File: config.mk
export PLATFORM = sky130hd
export DESIGN_NAME = hpt_outq
export DESIGN_NICKNAME = d
export VERILOG_FILES = /design/src/hw/rtl/hpt_pkg.sv /design/src/hw/rtl/hpt_outq.sv
export SDC_FILE = /design/constraint.sdc
export NUM_CORES = 1
export LEC_CHECK = 0
export BUFFER_PORTS_ARGS = -buffer_cell sky130_fd_sc_hd__buf_2
export CAP_MARGIN = 25
export CORE_UTILIZATION = 35
export DETAILED_ROUTE_END_ITERATION = 6
export PLACE_DENSITY = 0.59
export SLEW_MARGIN = 20
export SYNTH_ARGS = -nofsm -noshare
export SYNTH_HDL_FRONTEND = slang
export SYNTH_SLANG_ARGS = --single-unit
File: constraint.sdc
create_clock -name clk -period 1.8 [get_ports clk]
set_input_delay 0.18 -clock clk [delete_from_list [all_inputs] [get_ports clk]]
set_output_delay 0.18 -clock clk [all_outputs]
set_load 0.03 [all_outputs]
File: src/hw/rtl/hpt_pkg.sv
// shared types, codes and defaults of the pair-table decoder
package hpt_pkg;

  localparam int DEF_MAX_SYMBOLS      = 4096;
  localparam int DEF_MAX_CODE_LENGTHS = 32;
  localparam int DEF_SPARSE_DEPTH     = 4096;
  localparam int DEF_BLOCK_COUNT      = 4096;
  localparam int DEF_DATA_WORDS       = 65536;

  localparam logic CMD_WRITE  = 1'b0;
  localparam logic CMD_LOOKUP = 1'b1;

  localparam logic [3:0] TS_BASES   = 4'd0;
  localparam logic [3:0] TS_LOWEST  = 4'd1;
  localparam logic [3:0] TS_LEFT    = 4'd2;
  localparam logic [3:0] TS_RIGHT   = 4'd3;
  localparam logic [3:0] TS_COUNTS  = 4'd4;
  localparam logic [3:0] TS_SBLOCK  = 4'd5;
  localparam logic [3:0] TS_SOFFSET = 4'd6;
  localparam logic [3:0] TS_LENGTHS = 4'd7;
  localparam logic [3:0] TS_DATA    = 4'd8;

  localparam logic [1:0] ST_WRITE = 2'd0;
  localparam logic [1:0] ST_OK    = 2'd1;
  localparam logic [1:0] ST_ERR   = 2'd2;

  localparam logic [1:0] CFG_SINGLE = 2'd0;
  localparam logic [1:0] CFG_MINLEN = 2'd1;
  localparam logic [1:0] CFG_SPAN   = 2'd2;
  localparam logic [1:0] CFG_BLOCK  = 2'd3;

  typedef struct packed {
    logic        cmd;
    logic [3:0]  table_sel;
    logic [15:0] address;
    logic [63:0] write_data;
    logic [39:0] position_index;
  } item_t;

  typedef struct packed {
    logic is_lookup;
    logic wr_bad;
  } class_t;

  typedef struct packed {
    logic       single;
    logic [7:0] min_len;
    logic [5:0] span_log2;
    logic [3:0] block_log2;
  } cfg_t;

  typedef struct packed {
    logic [11:0] value;
    logic [1:0]  status;
  } result_t;

  typedef enum logic [4:0] {
    S_IDLE, S_SPARSE, S_BACK, S_BACK_ADD, S_FWD, S_CW1, S_CW2, S_LEN, S_SYM,
    S_CNT, S_REFILL, S_TREE, S_T1, S_T2, S_LEAF, S_RESP
  } back_state_t;

endpackage

File: src/hw/rtl/hpt_outq.sv
// two-entry result queue toward the receiver
module hpt_outq import hpt_pkg::*; (
  input  logic    clk,
  input  logic    rst,
  input  logic    in_valid,
  output logic    in_ready,
  input  result_t in_res,
  output logic    empty,
  input  logic    pop,
  output result_t out_res
);

  result_t    slots [2];
  logic       wptr, rptr;
  logic [1:0] count;
  logic       do_push, do_pop;

  assign in_ready = (count != 2'd2);
  assign empty    = (count == 2'd0);
  assign out_res  = slots[rptr];
  assign do_push  = in_valid && in_ready;
  assign do_pop   = pop && !empty;

  always_ff @(posedge clk) begin
    if (do_push) slots[wptr] <= in_res;
  end

  always_ff @(posedge clk) begin
    if (rst) begin
      wptr  <= 1'b0;
      rptr  <= 1'b0;
      count <= 2'd0;
    end else begin
      if (do_push) wptr <= ~wptr;
      if (do_pop) rptr <= ~rptr;
      count <= count + {1'b0, do_push} - {1'b0, do_pop};
    end
  end

endmodule

==> impl_metrics.py <==
metrics = {
    "run_status": {
        "status": "finished clean",
    },
    "final_layout": {
        "final_layout_size_suffix_gt1_share_pct": 46.9,
        "antenna_cells": 0,
        "design_area_um2": 1580,
        "fillers": 321,
        "area_growth_pct": 27.0,
        "final_nets": 132,
        "fin_cells": 159,
        "final_core_util_pct": 46.9,
    },
    "grt": {
        "grt_max_degree": 11,
        "grt_pass1_wl_um": 2640,
        "overflow": 0,
        "track_usage_pct": 10.7,
        "antenna_found_initial": 0,
        "grt_pass1_vias": 576,
    },
    "sta": {
        "clock.fmax_mhz": 631,
        "rsz0062_at_grt": "no",
        "setup_tns_ps": 0,
        "drv_slew": 0,
        "setup_violations": 0,
        "worst_pin_slew_ps": 180,
        "maxSlewHeadroom_pct": 87.9,
        "fin_skew_ps": 6.95,
        "fin_crit_ps": 1590,
        "min_period_over_period_pct": 88.1,
        "hold_ws_ps": 43.5,
        "setup_ws_ps": 214,
        "hold_viol_final": 0,
    },
    "floorplanning": {
        "num_io_pins": 34,
        "die_area_um2": 3790,
        "die_y_um": 61.6,
        "rows": 21,
        "core_area_um2": 3360,
        "initial_utilization_pct": 36.9,
        "die_w_um": 61.6,
    },
    "synthesis": {
        "synth_seq_area_share_pct": 75.8,
        "ys_seq_elements": 33,
        "synthFlopType": "edfxtp_1",
        "syn_area_um2": 1240,
        "synth.most_common_cell": "edfxtp_1",
        "synth_area_leaders": "edfxtp_1 68%, mux2_1 9.1%, dfxtp_1 8.1%, mux2_2 3.6%, ha_1 2.0%",
        "synthArstFlopShare_pct": 0,
        "synth_commonest_cells": "28 x edfxtp_1, 10 x mux2_1, 6 x nor2_1, 5 x dfxtp_1, 4 x mux2_2",
        "synth_top_area_share_pct": 67.7,
        "ys_warn_count": 0,
        "synth_top_cell_by_area": "edfxtp_1",
        "synth_area_per_cell_um2": 18.5,
        "post_synth_num_cell_types": 16,
        "synth_edf_count": 28,
        "synth_nets": 87,
        "synthesis.instances": 67,
    },
    "pwr": {
        "p_int_mw": 1.55,
        "pwr-share-clk_pct": 22.5,
        "combPwrFrac_pct": 33.3,
        "pwr-share-seq_pct": 44.2,
        "switching_share_pct": 32.2,
        "ir_worst_vdd_v": 0.000790,
        "power_density_nw_per_um2": 1450,
        "p_leak_nw": 0.628,
        "finalPower_mw": 2.28,
        "p_switching_uw": 736,
    },
    "clock_tree": {
        "clock_latency_ps": 320,
        "clock_sinks": 33,
        "post_cts_buffers": 0,
        "cts_tree": "yes",
        "clk_pin_slew_ps": 100,
        "cts_buffer_depth": 2,
        "htreeDepth": 2,
        "cts_resized": 0,
        "holdBufCountCts": 0,
        "cts_made_buffers": 5,
        "cts_root_buf": "clkbuf_4",
    },
    "place": {
        "gp_congestion": 0.638,
        "dpl.cell_count": 151,
        "place_area_um2": 1500,
        "pre_cts_ws_ps": 217,
        "dp_hpwl_um": 1340,
        "port_buffers": 33,
    },
    "route": {
        "wl_per_cell_um": 11.5,
        "drc": 0,
        "finalWirelength_um": 1820,
        "via_per_inst": 4.25,
        "drtIter0Drc": 7,
        "drt-pass1-iter-count": 2,
        "vias": 676,
        "ant_nets": 0,
    },
    "hold_path": {
        "hold_class": "input port to register",
    },
    "critical_path": {
        "crit_path_end_kind": "register",
        "required_ps": 2010,
        "cp_data_arrival_time_ps": 1800,
        "cp_max_fo": 4,
        "worstSetupPathType": "register to register",
        "cp-start-kind": "register",
    },
    "run": {
        "max_cap_violations": 0,
    },
}
final timing paths:
kind	startpoint	to	slack, ps	depth (start not counted)
worst max-delay path	count[0]	count[1]	210	8
worst max register to register	count[0]	count[1]	210	8
worst min register to register	rptr	register	530	2
worst min-delay path	in_res[10]	slots[0][10]	40	1
cells in the final DEF (no fill, tap or decap):
cell type and instances:
clkbuf_4 5, and3_1 1, xor2_1 1, ha_1 2, mux2_4 1, mux2_2 4, nor2_1 6, dfxtp_1 5
o21a_2 1, buf_2 33, mux2_1 10, nand2b_2 1, inv_1 1, nand2_2 1, bufinv_16 1, buf_4 6
nor2b_1 2, edfxtp_1 28, clkinv_1 1, clkbuf_1 1, xnor2_1 2
flip-flops by register name, summed over array words and instances, names as in the netlist, named ones only:
| register | count |
|---|---|
| wptr | 1 |
| count | 2 |
| slots | 28 |
| rptr | 1 |
area by class of cell:
type | instances | area, um2 | area share (%)
Clock buffer | 6 | 41.3 | 2.62
Clock inverter | 2 | 33.8 | 2.14
Inverter | 1 | 3.75 | 0.238
Multi-Input combinational cell | 32 | 289 | 18.3
Sequential cell | 33 | 941 | 59.7
Tap cell | 46 | 57.6 | 3.65
Timing Repair Buffer | 39 | 210 | 13.3
metal layers:
| metal | GRT usage [%] | up-vias | part of all wire [%] |
|---|---|---|---|
| li1 | - | 340 | - |
| met3 | 5.88 | 4 | 7.3 |
| met1 | 14.4 | 308 | 44 |
| met4 | 4.76 | 0 | 1.6 |
| met5 | 0 | - | 0 |
| met2 | 14.0 | 24 | 47 |
worst max-delay path, cell delays in order, from the launching register on:
cell,delay [ps]
dfxtp_1,370
nand2b_2,160
nand2_2,80
ha_1,270
inv_1,60
ha_1,140
xor2_1,200
xnor2_1,140
nor2_1,60
kinds of logic (layout without fill, tap and decap cells):
logic type      count (synthesis)  after routing  share of synthesized area [%]
flops                          33             33                           75.8
mux                            15             15                           13.9
simple gates                   11             11                           4.54
xor+xnor                        3              3                           2.12
fa+ha+maj                       2              2                           2.02
buf+inv                         2             48                          0.907
compound gates                  1              1                          0.706
power by group through the flow:
stage | Clock (mW) | Combinational, mW | Sequential (mW)
after floorplan | 0 | 0.543 | 1.03
after global placement | 0 | 0.763 | 1.02
after detailed placement | 0 | 0.770 | 1.03
after CTS | 0.538 | 0.774 | 1.01
after global routing | 0.573 | 0.829 | 1.02
final | 0.515 | 0.759 | 1.01
Power figures use the tool's default switching activity.
