File: config.mk
export PLATFORM = sky130hd
export DESIGN_NAME = hpt_front
export DESIGN_NICKNAME = d
export VERILOG_FILES = /design/src/hw/rtl/hpt_pkg.sv /design/src/hw/rtl/hpt_front.sv
export SDC_FILE = /design/constraint.sdc
export NUM_CORES = 1
export LEC_CHECK = 0
export BUFFER_PORTS_ARGS = -buffer_cell sky130_fd_sc_hd__buf_4
export CAP_MARGIN = 20
export CORE_ASPECT_RATIO = 1.4
export CORE_MARGIN = 2
export CORE_UTILIZATION = 50
export DETAILED_ROUTE_END_ITERATION = 10
export PLACE_DENSITY_LB_ADDON = 0.25
export SLEW_MARGIN = 20
export SYNTH_ARGS = -nofsm -noshare
export SYNTH_HDL_FRONTEND = slang
export SYNTH_SLANG_ARGS = --single-unit
export TNS_END_PERCENT = 30
File: constraint.sdc
create_clock -name clk -period 13.62 [get_ports clk]
set_input_delay 2.724 -clock clk [delete_from_list [all_inputs] [get_ports clk]]
set_output_delay 2.724 -clock clk [all_outputs]
set_load 0.02 [all_outputs]
File: src/hw/rtl/hpt_pkg.sv
// shared types, codes and defaults of the pair-table decoder
package hpt_pkg;

  localparam int DEF_MAX_SYMBOLS      = 4096;
  localparam int DEF_MAX_CODE_LENGTHS = 32;
  localparam int DEF_SPARSE_DEPTH     = 4096;
  localparam int DEF_BLOCK_COUNT      = 4096;
  localparam int DEF_DATA_WORDS       = 65536;

  localparam logic CMD_WRITE  = 1'b0;
  localparam logic CMD_LOOKUP = 1'b1;

  localparam logic [3:0] TS_BASES   = 4'd0;
  localparam logic [3:0] TS_LOWEST  = 4'd1;
  localparam logic [3:0] TS_LEFT    = 4'd2;
  localparam logic [3:0] TS_RIGHT   = 4'd3;
  localparam logic [3:0] TS_COUNTS  = 4'd4;
  localparam logic [3:0] TS_SBLOCK  = 4'd5;
  localparam logic [3:0] TS_SOFFSET = 4'd6;
  localparam logic [3:0] TS_LENGTHS = 4'd7;
  localparam logic [3:0] TS_DATA    = 4'd8;

  localparam logic [1:0] ST_WRITE = 2'd0;
  localparam logic [1:0] ST_OK    = 2'd1;
  localparam logic [1:0] ST_ERR   = 2'd2;

  localparam logic [1:0] CFG_SINGLE = 2'd0;
  localparam logic [1:0] CFG_MINLEN = 2'd1;
  localparam logic [1:0] CFG_SPAN   = 2'd2;
  localparam logic [1:0] CFG_BLOCK  = 2'd3;

  typedef struct packed {
    logic        cmd;
    logic [3:0]  table_sel;
    logic [15:0] address;
    logic [63:0] write_data;
    logic [39:0] position_index;
  } item_t;

  typedef struct packed {
    logic is_lookup;
    logic wr_bad;
  } class_t;

  typedef struct packed {
    logic       single;
    logic [7:0] min_len;
    logic [5:0] span_log2;
    logic [3:0] block_log2;
  } cfg_t;

  typedef struct packed {
    logic [11:0] value;
    logic [1:0]  status;
  } result_t;

  typedef enum logic [4:0] {
    S_IDLE, S_SPARSE, S_BACK, S_BACK_ADD, S_FWD, S_CW1, S_CW2, S_LEN, S_SYM,
    S_CNT, S_REFILL, S_TREE, S_T1, S_T2, S_LEAF, S_RESP
  } back_state_t;

endpackage

File: src/hw/rtl/hpt_front.sv
// front end: input queue that classifies each item on entry
module hpt_front import hpt_pkg::*; #(
  parameter int MAX_SYMBOLS      = DEF_MAX_SYMBOLS,
  parameter int MAX_CODE_LENGTHS = DEF_MAX_CODE_LENGTHS,
  parameter int SPARSE_DEPTH     = DEF_SPARSE_DEPTH,
  parameter int BLOCK_COUNT      = DEF_BLOCK_COUNT,
  parameter int DATA_WORDS       = DEF_DATA_WORDS
) (
  input  logic   clk,
  input  logic   rst,
  input  logic   push,
  output logic   full,
  input  item_t  item_in,
  input  logic   take,
  output logic   avail,
  output item_t  item_out,
  output class_t cls_out
);

  item_t      items [2];
  class_t     clss [2];
  logic       wptr, rptr;
  logic [1:0] count;
  class_t     cls_in;
  logic [31:0] addr32;
  logic        do_push, do_take;

  assign addr32 = {16'b0, item_in.address};

  always_comb begin
    cls_in.is_lookup = (item_in.cmd == CMD_LOOKUP);
    case (item_in.table_sel)
      TS_BASES, TS_LOWEST: cls_in.wr_bad = (addr32 >= 32'(MAX_CODE_LENGTHS));
      TS_LEFT, TS_RIGHT, TS_COUNTS: cls_in.wr_bad = (addr32 >= 32'(MAX_SYMBOLS));
      TS_SBLOCK, TS_SOFFSET: cls_in.wr_bad = (addr32 >= 32'(SPARSE_DEPTH));
      TS_LENGTHS: cls_in.wr_bad = (addr32 >= 32'(BLOCK_COUNT));
      TS_DATA: cls_in.wr_bad = (addr32 >= 32'(DATA_WORDS));
      default: cls_in.wr_bad = 1'b1;
    endcase
  end

  assign full     = (count == 2'd2);
  assign avail    = (count != 2'd0);
  assign item_out = items[rptr];
  assign cls_out  = clss[rptr];
  assign do_push  = push && !full;
  assign do_take  = take && avail;

  always_ff @(posedge clk) begin
    if (do_push) begin
      items[wptr] <= item_in;
      clss[wptr]  <= cls_in;
    end
  end

  always_ff @(posedge clk) begin
    if (rst) begin
      wptr  <= 1'b0;
      rptr  <= 1'b0;
      count <= 2'd0;
    end else begin
      if (do_push) wptr <= ~wptr;
      if (do_take) rptr <= ~rptr;
      count <= count + {1'b0, do_push} - {1'b0, do_take};
    end
  end

endmodule

==> results.tsv, run 1 <==
stage	metric	value	unit
outcome	status	finished, final reports clean	
yosys	netlist_area	9370	um^2
timing	min_period	5.57	ns
power_and_ir_drop	leakagePower	4.59	nW
timing	setup_tns	0	ns
placement	gp_congestion	0.753	
timing	setup_viol	0	
floorplanning	core	18500	um^2
layout	utilization	0.669	
critical_path	arrival	2.85	ns
floorplanning	io_pins	258	
yosys	ys_ff_latch	257	
placement	hpwl	11800	um
power_and_ir_drop	power_density	201	nW/um^2
layout	final_nets	827	
cts	clk_pin_slew	0.06	ns
yosys	yosysTopAreaCellShare	0.807	
routing	viasPerCell	5.03	
cts	clock_latency	0.50	ns
flow_run	drv_cap	0	
routing	dr.first_iter.drc_count	236	
timing	finalCritPeriodShare	0.409	
layout	drive_gt1_frac	0.597	
timing	hold_violations	0	
global_route	grt_max_degree	73	
routing	num_vias	4805	
routing	drc	0	
critical_path	rrSetupSlack	10.74	ns
cts	cts_tree	yes	
critical_path	crit_path_end_kind	output pin	
floorplanning	num_rows	59	
timing	setup_slack	8.05	ns
floorplanning	start_util	0.508	
routing	wl_per_cell	18.8	um
critical_path	crit_type	flip-flop to output pin	
cts	cts-buffers-inserted	23	
layout	design_area	12400	um^2
yosys	synthAdderAreaFrac	0.00267	
critical_path	worstPathMaxFanout	65	
timing	slew-limit-headroom	0.327	
min_path	hold_depth	2	
layout	num_antenna_cells	0	
yosys	yosys.area_share.xor_xnor	0.00187	
yosys	synth_top_family_by_area	multiplexers	
timing	worst_pin_slew	1.01	ns
critical_path	r2r-end	items[0][93]$_DFFE_PP_	
timing	final.setup_skew	0.00609	ns
global_route	antenna_found_initial	0	
yosys	synth_compound_area_frac	0.00360	
yosys	synth_top_area_cell	edfxtp_1	
global_route	globalRoute.totalOverflow	0	
power_and_ir_drop	power	2.48	mW
floorplanning	dieArea	19900	um^2
power_and_ir_drop	ir_drop	0.000168	V
critical_path	start_kind	flip-flop	
placement	dp_cells	915	
critical_path	reg2reg_depth	5	
placement	place_ws	8.44	ns
yosys	synthDistinctLibCells	27	
global_route	grt_first_pass_wirelength	27100	um
cts	holdBufCountCts	0	
critical_path	critPathRequiredTime	10.90	ns
yosys	netlist_instances	426	
routing	antenna_left	0	
routing	wl	18000	um
min_path	hold_path_end	wptr$_SDFFE_PP0P_	
layout	fin_cells	956	
layout	area_delta_synth_final	31.8	%
floorplanning	chipWidth	120	um
cts	ctsRootBufferMaster	clkbuf_16	
cts	postCtsSetupRepairBufs	0	
global_route	grt_pass1_vias	5140	
min_path	hold_class	flip-flop to flip-flop	
routing	first_pass_iters	6	
floorplanning	die-height	166	um
timing	fmax	180	MHz
placement	dpl_cell_area	11500	um^2
timing	drv_slew	0	
timing	whs	0.509	ns
placement	io_buffers	257	
yosys	syn_avg_cell_area	22.0	um^2
cts	cts_resized	0	
yosys	ys_seq_area_frac	0.818	
global_route	grt_usage	0.178	
yosys	syn_nets	557	
cts	htree_levels	1	
yosys	synth_mux_area_frac	0.151	
critical_path	r2r-start	count[0]$_SDFF_PP0_	
cts	cts_max_path_buffers	3	
yosys	ys_top_cells_by_area	edfxtp_1 81%, mux2_2 15%, dfxtp_1 1.1%	
yosys	synthSimpleGateAreaFrac	0.00921	
yosys	ys_warn_count	0	
timing	rsz0062_at_grt	no	
min_path	hp-start	wptr$_SDFFE_PP0P_	
cts	cts.sinks	257	
[critical path, stage by stage, from the launching register on]
cell,delay [ns]
dfxtp_4,0.85
buf_4,0.77
mux2_2,0.43
buf_4,0.16
[report_power, final]
group          switching [mW]  total (mW)  internal [mW]  leakage [nW]
sequential             0.0509        1.06           1.01          2.39
combinational           0.389       0.724          0.335          1.80
clock                   0.266       0.695          0.429         0.397
total                   0.706        2.48           1.77          4.59
[cells by family (layout without fill, tap and decap cells)]
kind of cell    after synthesis  after routing
xor+xnor                      2              2
buf+inv                      19            305
mux                         126            126
compound gates                5              5
simple gates                 15             15
flops                       257            257
fa+ha+maj                     2              2
[worst max path at each step]
stage / cells past startpoint / slack [ns] / end
floorplan: 1 / 7.44 / clss[1][0]$_DFFE_PP_
global placement: 5 / 8.51 / items[0][95]$_DFFE_PP_
detailed placement: 5 / 8.44 / items[0][95]$_DFFE_PP_
CTS: 3 / 8.01 / item_out[103]
global route: 3 / 7.87 / item_out[103]
finish: 3 / 8.05 / item_out[62]
[sequential cells by signal, summed over array words and instances, names as in the netlist, named ones only]
register and cells:
wptr 1, items 248, count 2, clss 4, rptr 1
[synthesized netlist by cell type]
library cell	n
or4b_2	1
nand2b_1	1
xnor2_1	1
nand2_1	1
and2_1	1
mux2_2	126
nor4_1	1
edfxtp_1	252
inv_1	4
nor2b_1	1
or4_1	1
o31a_1	1
buf_6	5
a211oi_1	1
o21a_1	1
a21oi_1	1
buf_2	9
and3_1	1
o21ai_0	1
buf_4	1
ha_1	2
nor2_1	3
nor3_1	2
xor2_1	1
dfxtp_1	5
or3_1	1
or2_2	1
[layout by cell type, fill, tap and decap left out, drive strengths merged, types with 2 or more instances in the layout]
cell and count:
nor2 3, nor3 2, clkinv 6, dfxtp 5
clkbuf 28, bufinv 6, inv 4, mux2 126
edfxtp 252, ha 2, buf 260
[cell type report]
type / count / area (um^2)
Fill cell: 1276 / 6100
Timing Repair Buffer: 260 / 1950
Clock inverter: 13 / 218
Inverter: 4 / 17.5
Multi-Input combinational cell: 150 / 1590
Tap cell: 244 / 305
Clock buffer: 28 / 604
Sequential cell: 257 / 7670
[routing by layer]
layer | vias up | share of wire | GRT usage
met4 | 0 | 0.048 | 0.0859
met5 | - | 0 | 0
met1 | 2346 | 0.35 | 0.195
met3 | 55 | 0.067 | 0.0405
li1 | 2223 | - | -
met2 | 181 | 0.54 | 0.321
Note: power is estimated with default switching activity, not from simulation.
==> run 2: changes to the inputs <==
ABC_AREA = 1   (was not set)
clock period = 5.55 ns   (was 13.62 ns; I/O delays follow)
==> results.tsv, run 2 <==
stage	metric	value	unit	change
layout	most-common-layout-cells	260 x buf_4, 252 x edfxtp_1, 86 x mux2_2		was 260 x buf_4, 252 x edfxtp_1, 126 x mux2_2
placement	dp_cells	939		was 915
timing	drv_slew	0		unchanged
cts	cts-buffers-inserted	23		unchanged
critical_path	worstPathMaxFanout	46		was 65
timing	slew-limit-headroom	0.325		was 0.327
timing	rsz0062_at_grt	no		unchanged
layout	area_delta_synth_final	30.9	%	was 31.8%
timing	worst_pin_slew	1.01	ns	about the same
layout	nFillCells	1281		was 1276
layout	largest_register_ff_count	248		unchanged
global_route	grt_usage	0.175		was 0.178
yosys	ys_warn_count	0		unchanged
yosys	ys.flop_type	edfxtp_1		unchanged
floorplanning	io_pins	258		unchanged
critical_path	start_kind	flip-flop		unchanged
timing	hold_violations	0		unchanged
routing	wl	18200	um	was 18000 um
routing	num_vias	4919		was 4805
critical_path	crit_type	flip-flop to output pin		unchanged
yosys	synthDistinctLibCells	17		was 27
yosys	syn_avg_cell_area	21.4	um^2	was 22.0 um^2
cts	htree_levels	1		unchanged
cts	postCtsSetupRepairBufs	0		unchanged
placement	hpwl	12300	um	was 11800 um
routing	viasPerCell	5.02		was 5.03
critical_path	arrival	2.07	ns	was 2.85 ns
global_route	busiest_layer	met2		unchanged
layout	design_area	12500	um^2	was 12400 um^2
yosys	yosys.area_share.xor_xnor	0.000915		was 0.00187
placement	io_buffers	257		unchanged
routing	drc	0		unchanged
yosys	synthSimpleGateAreaFrac	0.0139		was 0.00921
power_and_ir_drop	power	5.78	mW	was 2.48 mW
outcome	status	finished, final reports clean		unchanged
yosys	ys_ff_latch	257		unchanged
routing	wl_per_cell	18.6	um	was 18.8 um
routing	first_pass_iters	4		was 6
layout	num_antenna_cells	0		unchanged
yosys	netlist_instances	448		was 426
timing	final.setup_skew	0.0141	ns	was 0.00609 ns
yosys	ys_async_sr_fraction	0		unchanged
timing	min_period	3.18	ns	
global_route	grtUsageMet1	0.184		was 0.195
yosys	synth_top_family_by_area	multiplexers		unchanged
floorplanning	num_rows	59		unchanged
timing	whs	0.524	ns	was 0.509 ns
layout	regMostFlops	items		unchanged
placement	dpl_cell_area	11800	um^2	was 11500 um^2
critical_path	r2r-start	count[0]$_SDFF_PP0_		unchanged
global_route	globalRoute.totalOverflow	0		unchanged
yosys	synth_mux_area_frac	0.164		was 0.151
floorplanning	dieArea	20300	um^2	was 19900 um^2
critical_path	critPathRequiredTime	4.44	ns	was 10.90 ns
yosys	ys_top_cells_by_area	edfxtp_1 79%, mux2_2 10%, mux2_4 6.3%		was edfxtp_1 81%, mux2_2 15%, dfxtp_1 1.1%
cts	holdBufCountCts	0		unchanged
cts	clk_pin_slew	0.06	ns	about the same
timing	finalCritPeriodShare	0.572		
floorplanning	chipWidth	121	um	was 120 um
flow_run	drv_cap	0		unchanged
layout	fin_cells	980		was 956
timing	setup_viol	0		unchanged
yosys	yosysTopAreaCellShare	0.790		was 0.807
yosys	synth_edf_count	252		unchanged
floorplanning	start_util	0.513		was 0.508
global_route	antenna_found_initial	0		unchanged
layout	final_nets	852		was 827
yosys	netlist_area	9570	um^2	was 9370 um^2
yosys	synth_compound_area_frac	0.00183		was 0.00360
min_path	hp-start	rptr$_SDFFE_PP0P_		was wptr$_SDFFE_PP0P_
yosys	yosys-top-cells-count	252 x edfxtp_1, 86 x mux2_2, 40 x mux2_4		was 252 x edfxtp_1, 126 x mux2_2, 9 x buf_2
yosys	syn_nets	579		was 557
power_and_ir_drop	power_density	461	nW/um^2	was 201 nW/um^2
power_and_ir_drop	leakagePower	4.78	nW	was 4.59 nW
timing	fmax	315	MHz	
yosys	synth_top_area_cell	edfxtp_1		unchanged
yosys	yosysMostFrequentCell	edfxtp_1		unchanged
floorplanning	die-height	168	um	was 166 um
global_route	grt_max_degree	82		was 73
global_route	grt_first_pass_wirelength	27400	um	was 27100 um
layout	final_common_cell	buf_4		unchanged
global_route	grt_use_met3	0.0422		was 0.0405
cts	cts_tree	yes		unchanged
routing	antenna_left	0		unchanged
power_and_ir_drop	ir_drop	0.000371	V	was 0.000168 V
global_route	grtUsageMet2	0.334		was 0.321
min_path	hold_class	flip-flop to flip-flop		unchanged
cts	ctsRootBufferMaster	clkbuf_16		unchanged
routing	dr.first_iter.drc_count	344		was 236
floorplanning	core	18700	um^2	was 18500 um^2
cts	cts_max_path_buffers	3		unchanged
cts	cts_resized	0		unchanged
layout	reg_top3	items: 248 flops, clss: 4 flops, count: 2 flops		unchanged
layout	drive_gt1_frac	0.577		was 0.597
global_route	grt_pass1_vias	5384		was 5140
cts	clock_latency	0.49	ns	was 0.50 ns
cts	cts.sinks	257		unchanged
critical_path	crit_path_end_kind	output pin		unchanged
yosys	synthAdderAreaFrac	0.00261		was 0.00267
yosys	ys_seq_area_frac	0.801		was 0.818
placement	gp_congestion	0.783		was 0.753
==> run 2: cell types whose count changed in the layout (fill, tap and decap cells not counted), moves of 2 or more <==
cell / delta
mux2_2: -40
mux2_4: +40
nor2_4: +2
inv_1: +7
clkinv_2: +4
nand2_1: +13
clkinv_1: +2
buf_12: +2
nor3_1: -2
nor2_1: +13
bufinv_16: -3
==> run 2: critical path, cell delays in order, from the launching register on <==
cell and delay [ns]:
dfxtp_4 0.62, buf_12 0.35, mux2_2 0.40, buf_4 0.16
==> run 2: final timing paths <==
check                    endpoint  slack (ns)  cells past startpoint
min                     flip-flop        0.52                      2
min reg2reg             flip-flop        0.52                      2
max reg2reg  clss[1][1]$_DFFE_PP_        3.33                      3
max                 item_out[114]        2.37                      3
==> run 2: cell families (layout without fill, tap and decap cells) <==
kind of cell    after synthesis  in the layout
simple gates                 34             34
fa+ha+maj                     2              2
xor+xnor                      1              1
mux                         126            126
compound gates                3              3
buf+inv                      25            313
flops                       257            257
==> run 2: cell type report <==
class                   count  area (um^2)  share of cell area
flip-flops and latches    257         7670               0.612
clock inverters            14          139              0.0111
inverters                  10         37.5             0.00300
multi-input cells         166         1770               0.141
clock buffers              26          587              0.0468
well taps                 244          305              0.0244
repair buffers            263         2020               0.161
==> run 2: power by group <==
| part | internal (mW) | switching [mW] | total (mW) |
|---|---|---|---|
| Sequential | 2.47 | 0.0953 | 2.57 |
| Combinational | 0.788 | 0.894 | 1.68 |
| Clock | 0.895 | 0.631 | 1.53 |
==> run 2: per-stage QoR <==
stage	worst slack (ns)	TNS (ns)	utilization
floorplan	-1.53	-385.69	-
detailed placement	2.32	0	0.630
global placement	2.36	0	0.630
global route	2.29	0	0.671
CTS	1.77	0	0.669
finish	2.37	0	0.671
==> run 2: per-layer routing <==
| metal | share of wire | vias up |
|---|---|---|
| met5 | 0 | - |
| met4 | 0.025 | 0 |
| met3 | 0.068 | 32 |
| met2 | 0.56 | 169 |
| met1 | 0.35 | 2434 |
| li1 | - | 2284 |
==> run 3: changes to the inputs <==
ABC_AREA = 0   (was 1)
clock period = 3.3 ns   (was 5.55 ns; I/O delays follow)
==> results.tsv, run 3 (synthesis gave the netlist of run 1 again) <==
stage	metric	value	unit	change
critical_path	start_kind	flip-flop		unchanged
layout	final_nets	834		was 852
critical_path	critPathRequiredTime	2.64	ns	was 4.44 ns
layout	final_common_cell	buf_4		unchanged
cts	postCtsSetupRepairBufs	0		unchanged
power_and_ir_drop	power_density	823	nW/um^2	was 461 nW/um^2
min_path	hold_class	input port to flip-flop		was flip-flop to flip-flop
timing	setup_viol	0		unchanged
critical_path	crit_type	flip-flop to output pin		unchanged
cts	cts.sinks	257		unchanged
layout	multi_input_area	1590	um^2	was 1770 um^2
layout	nFillCells	1241		was 1281
cts	cts_resized	0		unchanged
timing	setup_slack	0.621	ns	was 2.37 ns
global_route	grt_usage	0.181		was 0.175
floorplanning	io_pins	258		unchanged
timing	drv_slew	0		unchanged
global_route	antenna_found_initial	1		was 0
layout	reg_top3	items: 248 flops, clss: 4 flops, count: 2 flops		unchanged
timing	worst_pin_slew	0.593	ns	was 1.01 ns
floorplanning	dieArea	19900	um^2	was 20300 um^2
cts	cts_tree	yes		unchanged
placement	dp_cells	922		was 939
layout	seqCellArea	7670	um^2	unchanged
timing	finalCritPeriodShare	0.812		
cts	holdBufCountCts	0		unchanged
routing	drc	0		unchanged
layout	fin_cells	964		was 980
global_route	grt_first_pass_wirelength	27700	um	was 27400 um
placement	place_ws	0.895	ns	was 2.32 ns
layout	drive_gt1_frac	0.602		was 0.577
global_route	globalRoute.totalOverflow	0		unchanged
floorplanning	start_util	0.508		was 0.513
routing	dr.first_iter.drc_count	289		was 344
floorplanning	core	18500	um^2	was 18700 um^2
critical_path	r2r-start	count[0]$_SDFF_PP0_		unchanged
power_and_ir_drop	ir_drop	0.000665	V	was 0.000371 V
cts	clk_pin_slew	0.07	ns	was 0.06 ns
layout	area_delta_synth_final	32.9	%	was 30.9%
cts	htree_levels	1		unchanged
timing	min_period	2.68	ns	
cts	clock_latency	0.50	ns	was 0.49 ns
routing	num_vias	4878		was 4919
routing	viasPerCell	5.06		was 5.02
floorplanning	num_rows	59		unchanged
global_route	grt_max_degree	74		was 82
min_path	hp-start	item_in[50]		was rptr$_SDFFE_PP0P_
floorplanning	chipWidth	120	um	was 121 um
timing	fmax	373	MHz	
timing	final.setup_skew	0.0133	ns	was 0.0141 ns
layout	most-common-layout-cells	262 x buf_4, 252 x edfxtp_1, 126 x mux2_2		was 260 x buf_4, 252 x edfxtp_1, 86 x mux2_2
floorplanning	die-height	166	um	was 168 um
layout	largest_register_ff_count	248		unchanged
power_and_ir_drop	power	10.2	mW	was 5.78 mW
cts	cts-buffers-inserted	23		unchanged
routing	wl_per_cell	19.3	um	was 18.6 um
critical_path	arrival	2.02	ns	was 2.07 ns
placement	gp_congestion	0.744		was 0.783
routing	first_pass_iters	4		unchanged
timing	rsz0062_at_grt	no		unchanged
critical_path	crit_path_end_kind	output pin		unchanged
layout	regMostFlops	items		unchanged
power_and_ir_drop	leakagePower	4.63	nW	was 4.78 nW
cts	cts_max_path_buffers	3		unchanged
timing	setup_tns	0	ns	unchanged
timing	slew-limit-headroom	0.605		was 0.325
placement	hpwl	12500	um	was 12300 um
routing	wl	18600	um	was 18200 um
placement	io_buffers	257		unchanged
critical_path	worstPathMaxFanout	52		was 46
global_route	grt_pass1_vias	5158		was 5384
outcome	status	finished, final reports clean		unchanged
routing	antenna_left	0		unchanged
timing	hold_violations	0		unchanged
flow_run	drv_cap	0		unchanged
cts	ctsRootBufferMaster	clkbuf_16		unchanged
[run 3: cell count changes in the layout (fill, tap and decap cells not counted), sizes merged, moves of 2 or more]
cell,before,now
clkinv,11,6
nor2,18,3
buf,263,267
clkbuf,26,29
inv,10,4
clkinvlp,0,2
nand2,14,1
nor3,0,2
[run 3: layer usage]
layer,vias up,track usage,part of all wire
met5,-,0,0
met4,0,0.0798,0.038
met3,38,0.0388,0.064
met2,183,0.330,0.54
met1,2411,0.203,0.36
li1,2246,-,-
[run 3: final timing paths]
path | endpoint | slack [ns] | depth (start not counted)
worst min register to register | wptr$_SDFFE_PP0P_ | 0.51 | 2
worst min-delay path | items[0][50]$_DFFE_PP_ | 0.34 | 1
worst max register to register | items[0][64]$_DFFE_PP_ | 1.18 | 5
worst max-delay path | item_out[18] | 0.62 | 3
[run 3: per-stage QoR]
| stage | util | hold WS [ns] | cell area, um^2 |
|---|---|---|---|
| 6_report | 0.675 | 0.339 | 12500 |
| 5_1_grt | 0.675 | 0.314 | 12500 |
| 4_1_cts | 0.675 | 0.318 | 12400 |
| 3_5_place_dp | 0.631 | 0.481 | 11600 |
| 3_3_place_gp | 0.631 | 0.483 | 11600 |
| 2_1_floorplan | - | 0.451 | 9370 |
[run 3: layout make-up]
class / count / share of cell area
Antenna cell: 1 / 0.000201
Inverter: 4 / 0.00141
Sequential cell: 257 / 0.616
Clock buffer: 29 / 0.0512
Tap cell: 244 / 0.0245
Multi-Input combinational cell: 150 / 0.127
Clock inverter: 12 / 0.0132
Timing Repair Buffer: 267 / 0.166
[run 3: power by group]
group          leakage (nW)  total, mW  switching, mW  internal (mW)
Clock                 0.386       2.77           1.09           1.68
Combinational          1.85       3.16           1.70           1.46
Sequential             2.39       4.31          0.160           4.15
Total                  4.63       10.2           2.95           7.29
[run 3: worst max-delay path, cell delays in order, from the launching register on]
cell,delay (ns)
dfxtp_4,0.61
buf_12,0.34
mux2_2,0.40
buf_4,0.16
